**src/sv/magw_pkg.sv**
```systemverilog
// Shared types, codes and field widths for the multi-ant grid walker.
package magw_pkg;

  // Fixed field widths of the ports
  localparam int IN_X_W     = 11;
  localparam int IN_Y_W     = 10;
  localparam int HD_W       = 2;
  localparam int OUT_IDX_W  = 6;
  localparam int OUT_X_W    = 11;
  localparam int OUT_Y_W    = 10;
  localparam int CFG_W_W    = 12;
  localparam int CFG_H_W    = 11;
  localparam int CFG_DATA_W = 12;
  localparam int CFG_IDX_W  = 1;

  localparam logic [CFG_W_W-1:0] GRID_WIDTH_RST  = 12'd1280;
  localparam logic [CFG_H_W-1:0] GRID_HEIGHT_RST = 11'd720;

  // Configuration register indexes
  localparam logic [CFG_IDX_W-1:0] CFG_GRID_WIDTH  = 1'b0;
  localparam logic [CFG_IDX_W-1:0] CFG_GRID_HEIGHT = 1'b1;

  // Input actions
  localparam logic ACT_ADD  = 1'b0;
  localparam logic ACT_TICK = 1'b1;

  // Headings, clockwise from up
  localparam logic [HD_W-1:0] HD_UP    = 2'd0;
  localparam logic [HD_W-1:0] HD_RIGHT = 2'd1;
  localparam logic [HD_W-1:0] HD_DOWN  = 2'd2;
  localparam logic [HD_W-1:0] HD_LEFT  = 2'd3;

  typedef enum logic [1:0] {
    ST_STEP  = 2'd0,
    ST_ADD   = 2'd1,
    ST_FULL  = 2'd2,
    ST_EMPTY = 2'd3
  } status_t;

  // Controller to datapath
  typedef struct packed {
    logic clear_step;
    logic cap_in;
    logic do_add;
    logic do_full;
    logic do_empty;
    logic ant_rd;
    logic load_pos;
    logic grid_rd;
    logic step_wr;
  } magw_cmd_t;

  // Datapath to controller
  typedef struct packed {
    logic clear_done;
    logic is_tick;
    logic table_full;
    logic no_ants;
    logic last_ant;
  } magw_sts_t;

endpackage

```
**src/sv/magw_ctrl.sv**
```systemverilog
// Sequencing state machine for the multi-ant grid walker.
module magw_ctrl (
  input  logic                  clk,
  input  logic                  rst_n,
  input  logic                  start,
  output logic                  busy,
  output magw_pkg::magw_cmd_t   cmd,
  input  magw_pkg::magw_sts_t   sts
);

  import magw_pkg::*;

  typedef enum logic [7:0] {
    S_CLEAR  = 8'b0000_0001,
    S_IDLE   = 8'b0000_0010,
    S_DECODE = 8'b0000_0100,
    S_MOVE   = 8'b0000_1000,
    S_GRD    = 8'b0001_0000,
    S_GWR    = 8'b0010_0000,
    S_SPARE0 = 8'b0100_0000,
    S_SPARE1 = 8'b1000_0000
  } state_t;

  state_t state_r, state_nxt;

  always_ff @(posedge clk) begin
    if (!rst_n) begin
      state_r <= S_CLEAR;
    end else begin
      state_r <= state_nxt;
    end
  end

  always_comb begin
    state_nxt = state_r;
    cmd       = '0;
    case (state_r)
      S_CLEAR: begin
        cmd.clear_step = 1'b1;
        if (sts.clear_done) begin
          state_nxt = S_IDLE;
        end
      end
      S_IDLE: begin
        if (start) begin
          cmd.cap_in = 1'b1;
          state_nxt  = S_DECODE;
        end
      end
      S_DECODE: begin
        if (!sts.is_tick) begin
          cmd.do_full = sts.table_full;
          cmd.do_add  = !sts.table_full;
          state_nxt   = S_IDLE;
        end else if (sts.no_ants) begin
          cmd.do_empty = 1'b1;
          state_nxt    = S_IDLE;
        end else begin
          cmd.ant_rd = 1'b1;
          state_nxt  = S_MOVE;
        end
      end
      S_MOVE: begin
        cmd.load_pos = 1'b1;
        state_nxt    = S_GRD;
      end
      S_GRD: begin
        cmd.grid_rd = 1'b1;
        state_nxt   = S_GWR;
      end
      S_GWR: begin
        // write back this ant and, unless it is the last, prefetch the next one
        cmd.step_wr = 1'b1;
        if (sts.last_ant) begin
          state_nxt = S_IDLE;
        end else begin
          cmd.ant_rd = 1'b1;
          state_nxt  = S_MOVE;
        end
      end
      default: begin
        state_nxt = S_IDLE;
      end
    endcase
  end

  assign busy = (state_r != S_IDLE);

endmodule

```
**config.mk**
```make
export PLATFORM = sky130hd
export DESIGN_NAME = magw_ctrl
export DESIGN_NICKNAME = d
export VERILOG_FILES = /design/src/sv/magw_pkg.sv /design/src/sv/magw_ctrl.sv
export SDC_FILE = /design/constraint.sdc
export NUM_CORES = 1
export LEC_CHECK = 0
export BUFFER_PORTS_ARGS = -buffer_cell sky130_fd_sc_hd__buf_2
export CORE_AREA = 3 3 40 42
export CTS_CLUSTER_DIAMETER = 150
export DETAILED_ROUTE_END_ITERATION = 8
export DIE_AREA = 0 0 43 45
export GPL_ROUTABILITY_DRIVEN = 0
export PLACE_DENSITY = 0.5
export SYNTH_ARGS = -nofsm -noshare
export SYNTH_HDL_FRONTEND = slang
export SYNTH_SLANG_ARGS = --single-unit
export TNS_END_PERCENT = 1
```
**constraint.sdc**
```tcl
create_clock -name clk -period 1.86 [get_ports clk]
set_input_delay 0.372 -clock clk [delete_from_list [all_inputs] [get_ports clk]]
set_output_delay 0.372 -clock clk [all_outputs]
set_load 0.005 [all_outputs]
```
==> summary.md, run 1 <==
| Metric | Value |
|---|---|
| Post-synth cell types | `24` |
| DRT antenna net count | `0` |
| Reg-to-Reg End | `state_r[1]` |
| Top cell type's share of synthesized area | `0.322` |
| Post-route setup TNS | `-0.517 ns` |
| Final setup viols | `6` |
| Storage cell area | `120 sq um` |
| Total grt overflow | `0` |
| CP Launch Point | `state_r[3]` |
| Clock Path Buffers | `2` |
| Worst-path cell chain | `or4_4 -> buf_4 -> nor2_4 -> and3_4 -> buf_2` |
| Worst Clk Skew | `0.00817 ns` |
| Bufs and invs on worst path | `2` |
| Non-Filler Instances | `84` |
| CP Data Required Time | `1.49 ns` |
| Drt first pass iters | `3` |
| CP max FO | `3` |
| RSZ-0062 raised after global routing | `true` |
| RR Startpoint | `state_r[3]` |
| Initial antenna violation count | `0` |
| Initial core utilization | `0.290` |
| DR vias | `406` |
| CTS Sinks | `6` |
| Final Instance Area | `587 sq um` |
| FF+latch count, synth | `6` |
| Hold_sp | `rst_n` |
| Htree depth | `1` |
| Worst R2R Path Depth | `6` |
| Critical Path Max Stage Delay | `0.53 ns` |
| Power Density | `559 nW/um^2` |
| Clk slew on worst S/H paths | `0.05 ns` |
| Failing checks | `setup timing` |
| Final Slew Violations | `0` |
| Vias in the first global route | `418` |
| CTS Buf Count | `3` |
| First-pass GRT wire length | `1660 um` |
| Top post-synthesis cells by area | `dfxtp_1, nor3b_1, nand2b_1` |
| Static Leak | `around 0.27 nW` |
| Fmax | `0.504 GHz` |
| Largest reg by FF count | `state_r` |
| Worst Setup EP | `cmd[4]` |
| Core area | `roughly 1300 sq um` |
| Crit share post-route | `1.07` |
| Antenna cells | `0` |
| Placed inst area | `526 sq um` |
| Reg2reg setup slack | `0.32 ns` |
| IO Port Bufs | `17` |
| Crit path max-delay family | `simple AND/OR/NAND/NOR gates` |
| Area growth syn-to-layout | `57.4%` |
| CP Data Arrival Time | `1.61 ns` |
| IO Count | `18` |
| Die X | `approximately 43 um` |
| Total Power | `328 uW` |
| Post-Syn Area | `around 370 sq um` |
| Placed insts | `81` |
| Final hold vios | `0` |
| # DRC | `0` |
| Worst slew margin | `0.786` |
| Commonest cells after routing, fill and taps aside | `buf_2, buf_4, dfxtp_1, nor3b_2` |
| Int Power | `between 200 and 250 uW` |
| # fillers | `140` |
| CP startpoint kind | `flop` |
| Critical path class | `reg2out` |
| Std-Cell Rows | `13` |
| Leading cell type in the layout, fill and taps excluded | `buf_2` |
| Die area | `1940 sq um` |
| Sequential power share | `0.421` |
| Max reg flops | `6` |
| Max-cap violations | `0` |
| Detailed Route Iter0 Violations | `8` |
| Final net count | `79` |
| Chip height | `45 um` |
| Largest net degree at the start of global routing | `7` |
| Area leader, netlist | `dfxtp_1` |
| Gate power share | `0.212` |
| DR vias/cell | `4.83` |
| Synth warnings | `0` |
| Gr usage total | `0.115` |
| Clk_lat worst skew | `~0.24 ns` |
| Stages on worst setup path | `5` |
| DP Wirelength | `799 um` |
| Seq/Total Area, Yosys | `0.322` |
| Min-delay worst type | `in2reg` |
| Biggest regs | `state_r x6` |
| Slew at the pin closest to its max-slew limit | `0.317 ns` |
| Switch share | `0.259` |
| TritonCTS clock tree | `yes` |
| Setup slack after layout | `-0.124 ns` |
| Synthesized area per cell | `8.88 sq um` |
| Outcome | `finished with violations` |
| DRT Wirelength | `between 900 and 1000 um` |
| Root buffer cell | `clkbuf_4` |
| CP max-delay cell | `or4_4` |
| Layout cells sized above 1 | `0.580` |
| Clock share of power | `0.367` |
| CP endpoint kind | `output port` |
| WL/cell | `11.5 um` |
| Syn_nets | `50` |
| Cells after Synth | `42` |
| Peak VDD IR | `approximately 0.42 mV` |
| Crit path time final | `1.98 ns` |
| # Post-CTS Setup Buffers | `0` |
| Net Switching | `approximately 85 uW` |
| Area of the multi-input gates | `273 sq um` |
[cells in the mapped netlist]
cell type	number
or4_4	1
or4_1	1
o32ai_2	1
buf_6	1
mux2i_1	1
and3_1	2
nor3b_2	1
o31ai_1	1
a21oi_1	1
nor3b_1	5
or2_4	1
nor4_1	1
nand3b_1	1
o21ai_1	1
dfxtp_1	6
a31oi_1	2
xor2_1	1
nand2b_1	3
a2111o_1	1
nor3_1	2
nand2_1	1
inv_1	2
and2_1	1
nor2_1	4
[final cells by class]
class,instances,share of cell area
Clock buffer,3,0.0384
Inverter,2,0.0128
Multi-Input combinational cell,33,0.465
Sequential cell,6,0.205
Tap cell,15,0.0320
Timing Repair Buffer,25,0.247
[cell families after synthesis]
family	Yosys count	synth area share
AND/OR/NAND/NOR	24	0.423
AO/OA/AOI/OAI	7	0.154
flip-flops	6	0.322
buffers and inverters	3	0.0503
XOR/XNOR	1	0.0235
multiplexers	1	0.0268
[worst min-delay path by stage]
stage	to	slack (ns)	cells past startpoint
finish	state_r[2]	0.38	2
global route	state_r[2]	0.39	2
CTS	state_r[2]	0.39	2
detailed placement	state_r[2]	0.64	2
global placement	state_r[2]	0.63	2
floorplan	state_r[2]	0.52	1
[power groups by stage]
stage                     clock network (mW)  logic (mW)  registers [mW]
after detailed placement                   0      0.0627           0.140
after floorplan                            0      0.0292           0.141
after CTS                              0.123      0.0671           0.138
after global placement                     0      0.0635           0.140
final                                  0.120      0.0694           0.138
after global routing                   0.129      0.0777           0.139
[metrics by stage]
step	setup WS [ns]	hold WS, ns	utilization
after global routing	-0.191	0.390	0.457
after CTS	-0.129	0.386	0.447
final	-0.124	0.380	0.457
after detailed placement	0.0807	0.639	0.409
after global placement	0.0967	0.635	0.409
after floorplan	0.0932	0.518	-
[repair_timing]
item | 4_1_cts | 5_1_grt
cloned | 0 | 0
resized for setup | 6 | 3
setup endpoints to repair | 8 | 9
hold buffers | 0 | 0
pin swaps | 4 | 0
[per-layer routing]
layer,vias to the layer above,part of all wire,GRT usage
li1,212,-,-
met1,183,0.42,0.131
met2,11,0.53,0.216
met3,0,0.041,0.0239
met4,0,0,0.0361
met5,-,0,0
No activity file was read; power rests on OpenSTA's default activity.
==> inputs of run 2 (changes only) <==
--- a/config.mk
+++ b/config.mk
@@ -6,12 +6,14 @@
 export NUM_CORES = 1
 export LEC_CHECK = 0
 export BUFFER_PORTS_ARGS = -buffer_cell sky130_fd_sc_hd__buf_2
-export CORE_AREA = 3 3 40 42
+export CORE_ASPECT_RATIO = 0.9
+export CORE_MARGIN = 3
+export CORE_UTILIZATION = 25
 export CTS_CLUSTER_DIAMETER = 150
+export CTS_CLUSTER_SIZE = 10
 export DETAILED_ROUTE_END_ITERATION = 8
-export DIE_AREA = 0 0 43 45
 export GPL_ROUTABILITY_DRIVEN = 0
-export PLACE_DENSITY = 0.5
+export PLACE_DENSITY = 0.46
 export SYNTH_ARGS = -nofsm -noshare
 export SYNTH_HDL_FRONTEND = slang
 export SYNTH_SLANG_ARGS = --single-unit
==> run 2 against run 1 <==
The run still ends with setup timing left. Hold slack better by 0.025 ns. Total power is 0.47% lower. Critical path type unchanged. Die area is 2.9% higher. Clock-buffer cell count stayed put. Register-to-register slack worse by 0.05 ns.
==> summary.md, run 2 (synthesis gave the netlist of run 1 again) <==
| Metric | Value |
|---|---|
| Static Leak | `0.272 nW (+0.83%)` |
| CP startpoint kind | `flop` |
| Die area | `1990 sq um (+2.9%)` |
| Crit path time final | `1.97 ns (-0.0124 ns)` |
| Leading cell type in the layout, fill and taps excluded | `buf_2` |
| DRT Wirelength | `1040 um (+8.0%)` |
| Final setup viols | `7 (+1)` |
| Gr usage total | `0.115 (-0.000192)` |
| DRT antenna net count | `0 (unchanged)` |
| Area growth syn-to-layout | `60.7%` |
| DR vias | `414 (+2.0%)` |
| Std-Cell Rows | `12 (-1)` |
| Final net count | `79 (unchanged)` |
| Initial core utilization | `0.282 (-0.00797)` |
| Stages on worst setup path | `4 (-1)` |
| Slew at the pin closest to its max-slew limit | `0.272 ns (-0.0450 ns)` |
| Hold depth | `2 (unchanged)` |
| Vias in the first global route | `377 (-9.8%)` |
| Power Density | `544 nW/um^2 (-2.6%)` |
| Clock Path Buffers | `2 (unchanged)` |
| Worst slew margin | `0.817 (+0.0305)` |
| Bufs and invs on worst path | `1 (-1)` |
| CP endpoint kind | `output port` |
| Final Slew Violations | `0 (unchanged)` |
| IO Port Bufs | `17 (unchanged)` |
| CTS Buf Count | `3 (unchanged)` |
| WL/cell | `12.6 um (+9.3%)` |
| Core area | `1320 sq um (+2.8%)` |
| Largest reg by FF count | `state_r` |
| Fmax | `0.507 GHz (+0.63%)` |
| # DRC | `0 (unchanged)` |
| Htree depth | `1 (unchanged)` |
| CP max FO | `3 (unchanged)` |
| Reg-to-Reg End | `state_r[1]` |
| Min-delay worst type | `in2reg` |
| Failing checks | `setup timing` |
| Detailed Route Iter0 Violations | `5 (-3)` |
| Worst R2R Path Depth | `5 (-1)` |
| CTS Sinks | `6 (unchanged)` |
| Crit path max-delay family | `simple AND/OR/NAND/NOR gates` |
| Outcome | `finished with violations` |
| Setup slack after layout | `-0.111 ns (+0.0124 ns)` |
| Clk_lat worst skew | `0.24 ns (about the same)` |
| Hold_sp | `rst_n` |
| Crit share post-route | `1.06 (-0.00666)` |
| Antenna cells | `0 (unchanged)` |
| Clk slew on worst S/H paths | `0.04 ns (about the same)` |
| Commonest cells after routing, fill and taps aside | `buf_2, buf_4, dfxtp_1, nor3b_2` |
| CP Data Arrival Time | `1.60 ns (about the same)` |
| Critical Path Max Stage Delay | `0.52 ns (about the same)` |
| Biggest regs | `state_r x6` |
| Worst-path cell chain | `or4_4 -> or2_4 -> nor3b_2 -> buf_2` |
| RSZ-0062 raised after global routing | `true` |
| Chip height | `42.6 um (-5.3%)` |
| DP Wirelength | `828 um (+3.7%)` |
| Final hold vios | `0 (unchanged)` |
| Non-Filler Instances | `83 (-1.2%)` |
| Peak VDD IR | `0.338 mV (-20%)` |
| Die X | `46.7 um (+8.6%)` |
| First-pass GRT wire length | `1580 um (-4.9%)` |
| Max reg flops | `6 (unchanged)` |
| Hold Path End | `state_r[2]` |
| Drt first pass iters | `2 (-1)` |
| RR Startpoint | `state_r[0]` |
| DR vias/cell | `4.99 (+3.2%)` |
| Max-cap violations | `0 (unchanged)` |
| Largest net degree at the start of global routing | `8 (+1)` |
| Total grt overflow | `0 (unchanged)` |
| Worst Clk Skew | `0.00137 ns (-0.00680 ns)` |
| Reg2reg setup slack | `0.27 ns (-0.05 ns)` |
| Root buffer cell | `clkbuf_4` |
| Layout cells sized above 1 | `0.580 (unchanged)` |
| CP Data Required Time | `1.49 ns (about the same)` |
| Critical path class | `reg2out` |
| IO Count | `18 (unchanged)` |
| Final core area utilization | `0.454 (-0.00307)` |
| Initial antenna violation count | `0 (unchanged)` |
| Placed insts | `80 (-1.2%)` |
| TritonCTS clock tree | `yes` |
| CP max-delay cell | `or4_4` |
[run 2: cell count changes in the layout (fill, tap and decap cells not counted)]
| cell | delta |
|---|---|
| dfxtp_2 | +1 |
| o32ai_4 | +1 |
| and3_4 | -1 |
| nor2_4 | +1 |
| dfxtp_1 | -1 |
| nor2_2 | -1 |
| nor4_2 | +1 |
| nor3_2 | -1 |
| nor4_1 | -1 |
| and3_1 | +1 |
| nor3_1 | +1 |
| o32ai_2 | -1 |
[run 2: worst max-delay path by stage]
stage | slack, ns | endpoint | start
3_3_place_gp | 0.09 | cmd[5] | state_r[3]
6_report | -0.11 | cmd[5] | state_r[0]
5_1_grt | -0.17 | cmd[5] | state_r[0]
2_1_floorplan | 0.09 | cmd[5] | state_r[5]
4_1_cts | -0.13 | cmd[3] | state_r[0]
3_5_place_dp | 0.06 | cmd[3] | state_r[3]
[run 2: final cells by class]
cell class | count | area (sq um)
multi-input cells | 33 | 285
well taps | 14 | 17.5
clock buffers | 3 | 22.5
fillers | 143 | 722
flip-flops and latches | 6 | 121
inverters | 2 | 7.51
repair buffers | 25 | 145
[run 2: per-layer routing]
metal	vias up	track usage	part of all wire	routed length [um]
met5	-	0	0	0
met4	0	0.0994	0.026	27
met2	13	0.154	0.45	471
met3	4	0.0172	0.059	62
met1	184	0.153	0.46	483
li1	213	-	-	-
[run 2: power by group]
group	switching (mW)	internal (mW)	leakage [nW]	total, mW
Clock	0.0401	0.0725	0.0138	0.113
Combinational	0.0363	0.0387	0.209	0.0749
Sequential	0.00471	0.134	0.0496	0.139
[run 2: through the flow]
step                      worst slack [ns]  hold slack, ns  power [mW]  instance area (sq um)  TNS, ns
after global routing                -0.167           0.427       0.348                    599   -0.988
final                               -0.111           0.406       0.326                    599   -0.533
after CTS                           -0.129           0.394       0.328                    574   -0.801
after floorplan                     0.0932           0.518       0.170                    373        0
after detailed placement            0.0622           0.641       0.204                    524        0
after global placement              0.0855           0.644       0.204                    524        0
[run 2: what timing repair did]
action / 4_1_cts / 5_1_grt
setup buffers: 0 / 0
hold buffers: 0 / 0
pin swaps: 4 / 1
cloned: 0 / 0
endpoints found under the setup margin: 8 / 10
resized for setup: 6 / 5
==> inputs of run 3 (changes only) <==
--- a/config.mk
+++ b/config.mk
@@ -5,7 +5,7 @@
 export SDC_FILE = /design/constraint.sdc
 export NUM_CORES = 1
 export LEC_CHECK = 0
-export BUFFER_PORTS_ARGS = -buffer_cell sky130_fd_sc_hd__buf_2
+export BUFFER_PORTS_ARGS = -buffer_cell sky130_fd_sc_hd__clkbuf_2
 export CORE_ASPECT_RATIO = 0.9
 export CORE_MARGIN = 3
 export CORE_UTILIZATION = 25
==> run 3 against run 2 <==
The flow still finishes with violations (setup timing). Combinational power up 2.8%. Critical path depth unchanged. Core utilization rose by 0.95 points. Final area increased by 2.1%. Register-to-register slack about the same. Sequential power hardly changed. Maximum frequency decreased by 0.27%. Non-clock buffer count did not move. Setup slack lost 0.0054 ns. Wire length decreased by 2.4%. Sequential share of layout area is 0.62 points lower. First-iteration DRC count increased by 100%.
==> summary.md, run 3 (synthesis gave the netlist of run 1 again) <==
| Metric | Value |
|---|---|
| Final hold vios | `0 (unchanged)` |
| Detailed Route Iter0 Violations | `10 (+5)` |
| Final net count | `79 (unchanged)` |
| Commonest cells after routing, fill and taps aside | `clkbuf_2, buf_4, dfxtp_1, nor3b_2` |
| Gr usage total | `0.101 (-0.0143)` |
| Std-Cell Rows | `12 (unchanged)` |
| Hold_sp | `rst_n` |
| Core area | `1320 sq um (unchanged)` |
| DP Wirelength | `783 um (-5.4%)` |
| CP startpoint kind | `flop` |
| CTS Sinks | `6 (unchanged)` |
| Worst-path cell chain | `or4_4 -> or2_4 -> nor3b_2 -> buf_2` |
| # fillers | `144 (+0.70%)` |
| Root buffer cell | `clkbuf_4` |
| Final setup viols | `7 (unchanged)` |
| Initial antenna violation count | `0 (unchanged)` |
| CP max-delay cell | `or4_4` |
| Reg2reg setup slack | `0.26 ns (about the same)` |
| Antenna cells | `0 (unchanged)` |
| WL/cell | `12.3 um (-2.4%)` |
| RR Startpoint | `state_r[0]` |
| # DRC | `0 (unchanged)` |
| Clock Path Buffers | `2 (unchanged)` |
| IO Count | `18 (unchanged)` |
| Biggest regs | `state_r x6` |
| Post-route setup TNS | `-0.618 ns (-0.0854 ns)` |
| Max reg flops | `6 (unchanged)` |
| Initial core utilization | `0.282 (unchanged)` |
| DRT Wirelength | `1020 um (-2.4%)` |
| Largest reg by FF count | `state_r` |
| Final Slew Violations | `0 (unchanged)` |
| Die X | `46.7 um (unchanged)` |
| Power Density | `536 nW/um^2 (-1.5%)` |
| CTS Buf Count | `3 (unchanged)` |
| Bufs and invs on worst path | `1 (unchanged)` |
| Vias in the first global route | `354 (-6.1%)` |
| Worst slew margin | `0.788 (-0.0288)` |
| Layout cells sized above 1 | `0.580 (unchanged)` |
| CP max FO | `3 (unchanged)` |
| Crit path time final | `1.98 ns (+0.00543 ns)` |
| DR vias/cell | `4.94 (-0.97%)` |
| Chip height | `42.6 um (unchanged)` |
| Leading cell type in the layout, fill and taps excluded | `clkbuf_2` |
| Clk slew on worst S/H paths | `0.04 ns (about the same)` |
| Min-delay worst type | `in2reg` |
| TritonCTS clock tree | `yes` |
| Slew at the pin closest to its max-slew limit | `0.315 ns (+0.0428 ns)` |
| Peak VDD IR | `0.331 mV (-1.9%)` |
| First-pass GRT wire length | `1480 um (-6.6%)` |
| Pre-CTS worst setup slack | `0.0621 ns (-0.000161 ns)` |
| Fmax | `0.506 GHz (-0.27%)` |
| CP Data Arrival Time | `1.60 ns (about the same)` |
| Hold Path End | `state_r[2]` |
| Drt first pass iters | `4 (+2)` |
| CP endpoint kind | `output port` |
| Crit path max-delay family | `simple AND/OR/NAND/NOR gates` |
| Htree depth | `1 (unchanged)` |
| IO Port Bufs | `17 (unchanged)` |
| Worst R2R Path Depth | `5 (unchanged)` |
| Setup slack after layout | `-0.117 ns (-0.00542 ns)` |
| Hold depth | `2 (unchanged)` |
| RSZ-0062 raised after global routing | `true` |
| Min Hold Slack | `0.402 ns (-0.00385 ns)` |
| Total grt overflow | `0 (unchanged)` |
| DR vias | `410 (-0.97%)` |
| Max-cap violations | `0 (unchanged)` |
| Area growth syn-to-layout | `64.1%` |
| CP Launch Point | `state_r[0]` |
| Reg-to-Reg End | `state_r[4]` |
| CP Data Required Time | `1.49 ns (about the same)` |
| Outcome | `finished with violations` |
| Static Leak | `0.273 nW (+0.56%)` |
| Worst Clk Skew | `0.00299 ns (+0.00161 ns)` |
| Critical Path Max Stage Delay | `0.53 ns (about the same)` |
| DRT antenna net count | `0 (unchanged)` |
| Critical path class | `reg2out` |
| Crit share post-route | `1.06 (+0.00292)` |
| Clk_lat worst skew | `0.23 ns (about the same)` |
| Failing checks | `setup timing` |
| Die area | `1990 sq um (unchanged)` |
| Largest net degree at the start of global routing | `8 (unchanged)` |
## run 3: worst max path at each step
stage               slack (ns)  endpoint  cells past startpoint
finish                   -0.12    cmd[5]                      4
global route             -0.18    cmd[5]                      4
CTS                      -0.14    cmd[5]                      4
detailed placement        0.06    cmd[5]                      4
global placement          0.08    cmd[5]                      4
floorplan                 0.09    cmd[5]                      4
## run 3: repair_timing
| item | in CTS | in global routing |
|---|---|---|
| endpoints found under the setup margin | 8 | 10 |
| buffers inserted | 0 | 0 |
| hold buffers | 0 | 0 |
| pin swaps | 5 | 1 |
| resized for setup | 7 | 7 |
## run 3: per-stage QoR
step / total power [mW] / cells / cell area, sq um / utilization
after global placement: 0.204 / 80 / 524 / 0.397
after global routing: 0.352 / 83 / 612 / 0.463
final: 0.328 / 83 / 612 / 0.463
after floorplan: 0.170 / 42 / 373 / -
after CTS: 0.327 / 83 / 583 / 0.441
after detailed placement: 0.203 / 80 / 524 / 0.397
## run 3: layout make-up
| type | count | area (sq um) | share of cell area |
|---|---|---|---|
| clock buffer | 3 | 22.5 | 0.0368 |
| inverter | 2 | 7.51 | 0.0123 |
| multi-input combinational | 33 | 299 | 0.489 |
| sequential | 6 | 120 | 0.196 |
| tap | 14 | 17.5 | 0.0286 |
| timing repair buffer | 25 | 145 | 0.237 |
## run 3: where the power goes
part / internal (mW) / switching [mW] / leakage [nW] / total [mW]
registers: 0.134 / 0.00589 / 0.0491 / 0.140
clock network: 0.0724 / 0.0389 / 0.0138 / 0.111
logic: 0.0409 / 0.0361 / 0.211 / 0.0770
total: 0.247 / 0.0809 / 0.273 / 0.328
## run 3: worst reg2reg max path, delay by kind of cell (launching register included)
family	cells	cell delay, ns
buffers and inverters	2	0.36
DFF	1	0.30
and+or+nand+nor	3	0.83
## run 3: routing by layer
| layer | share of wire | wire length [um] | global-route usage |
|---|---|---|---|
| met3 | 0.086 | 88 | 0.0258 |
| met1 | 0.44 | 445 | 0.129 |
| met5 | 0 | 0 | 0 |
| met2 | 0.48 | 486 | 0.159 |
| met4 | 0 | 0 | 0.0331 |
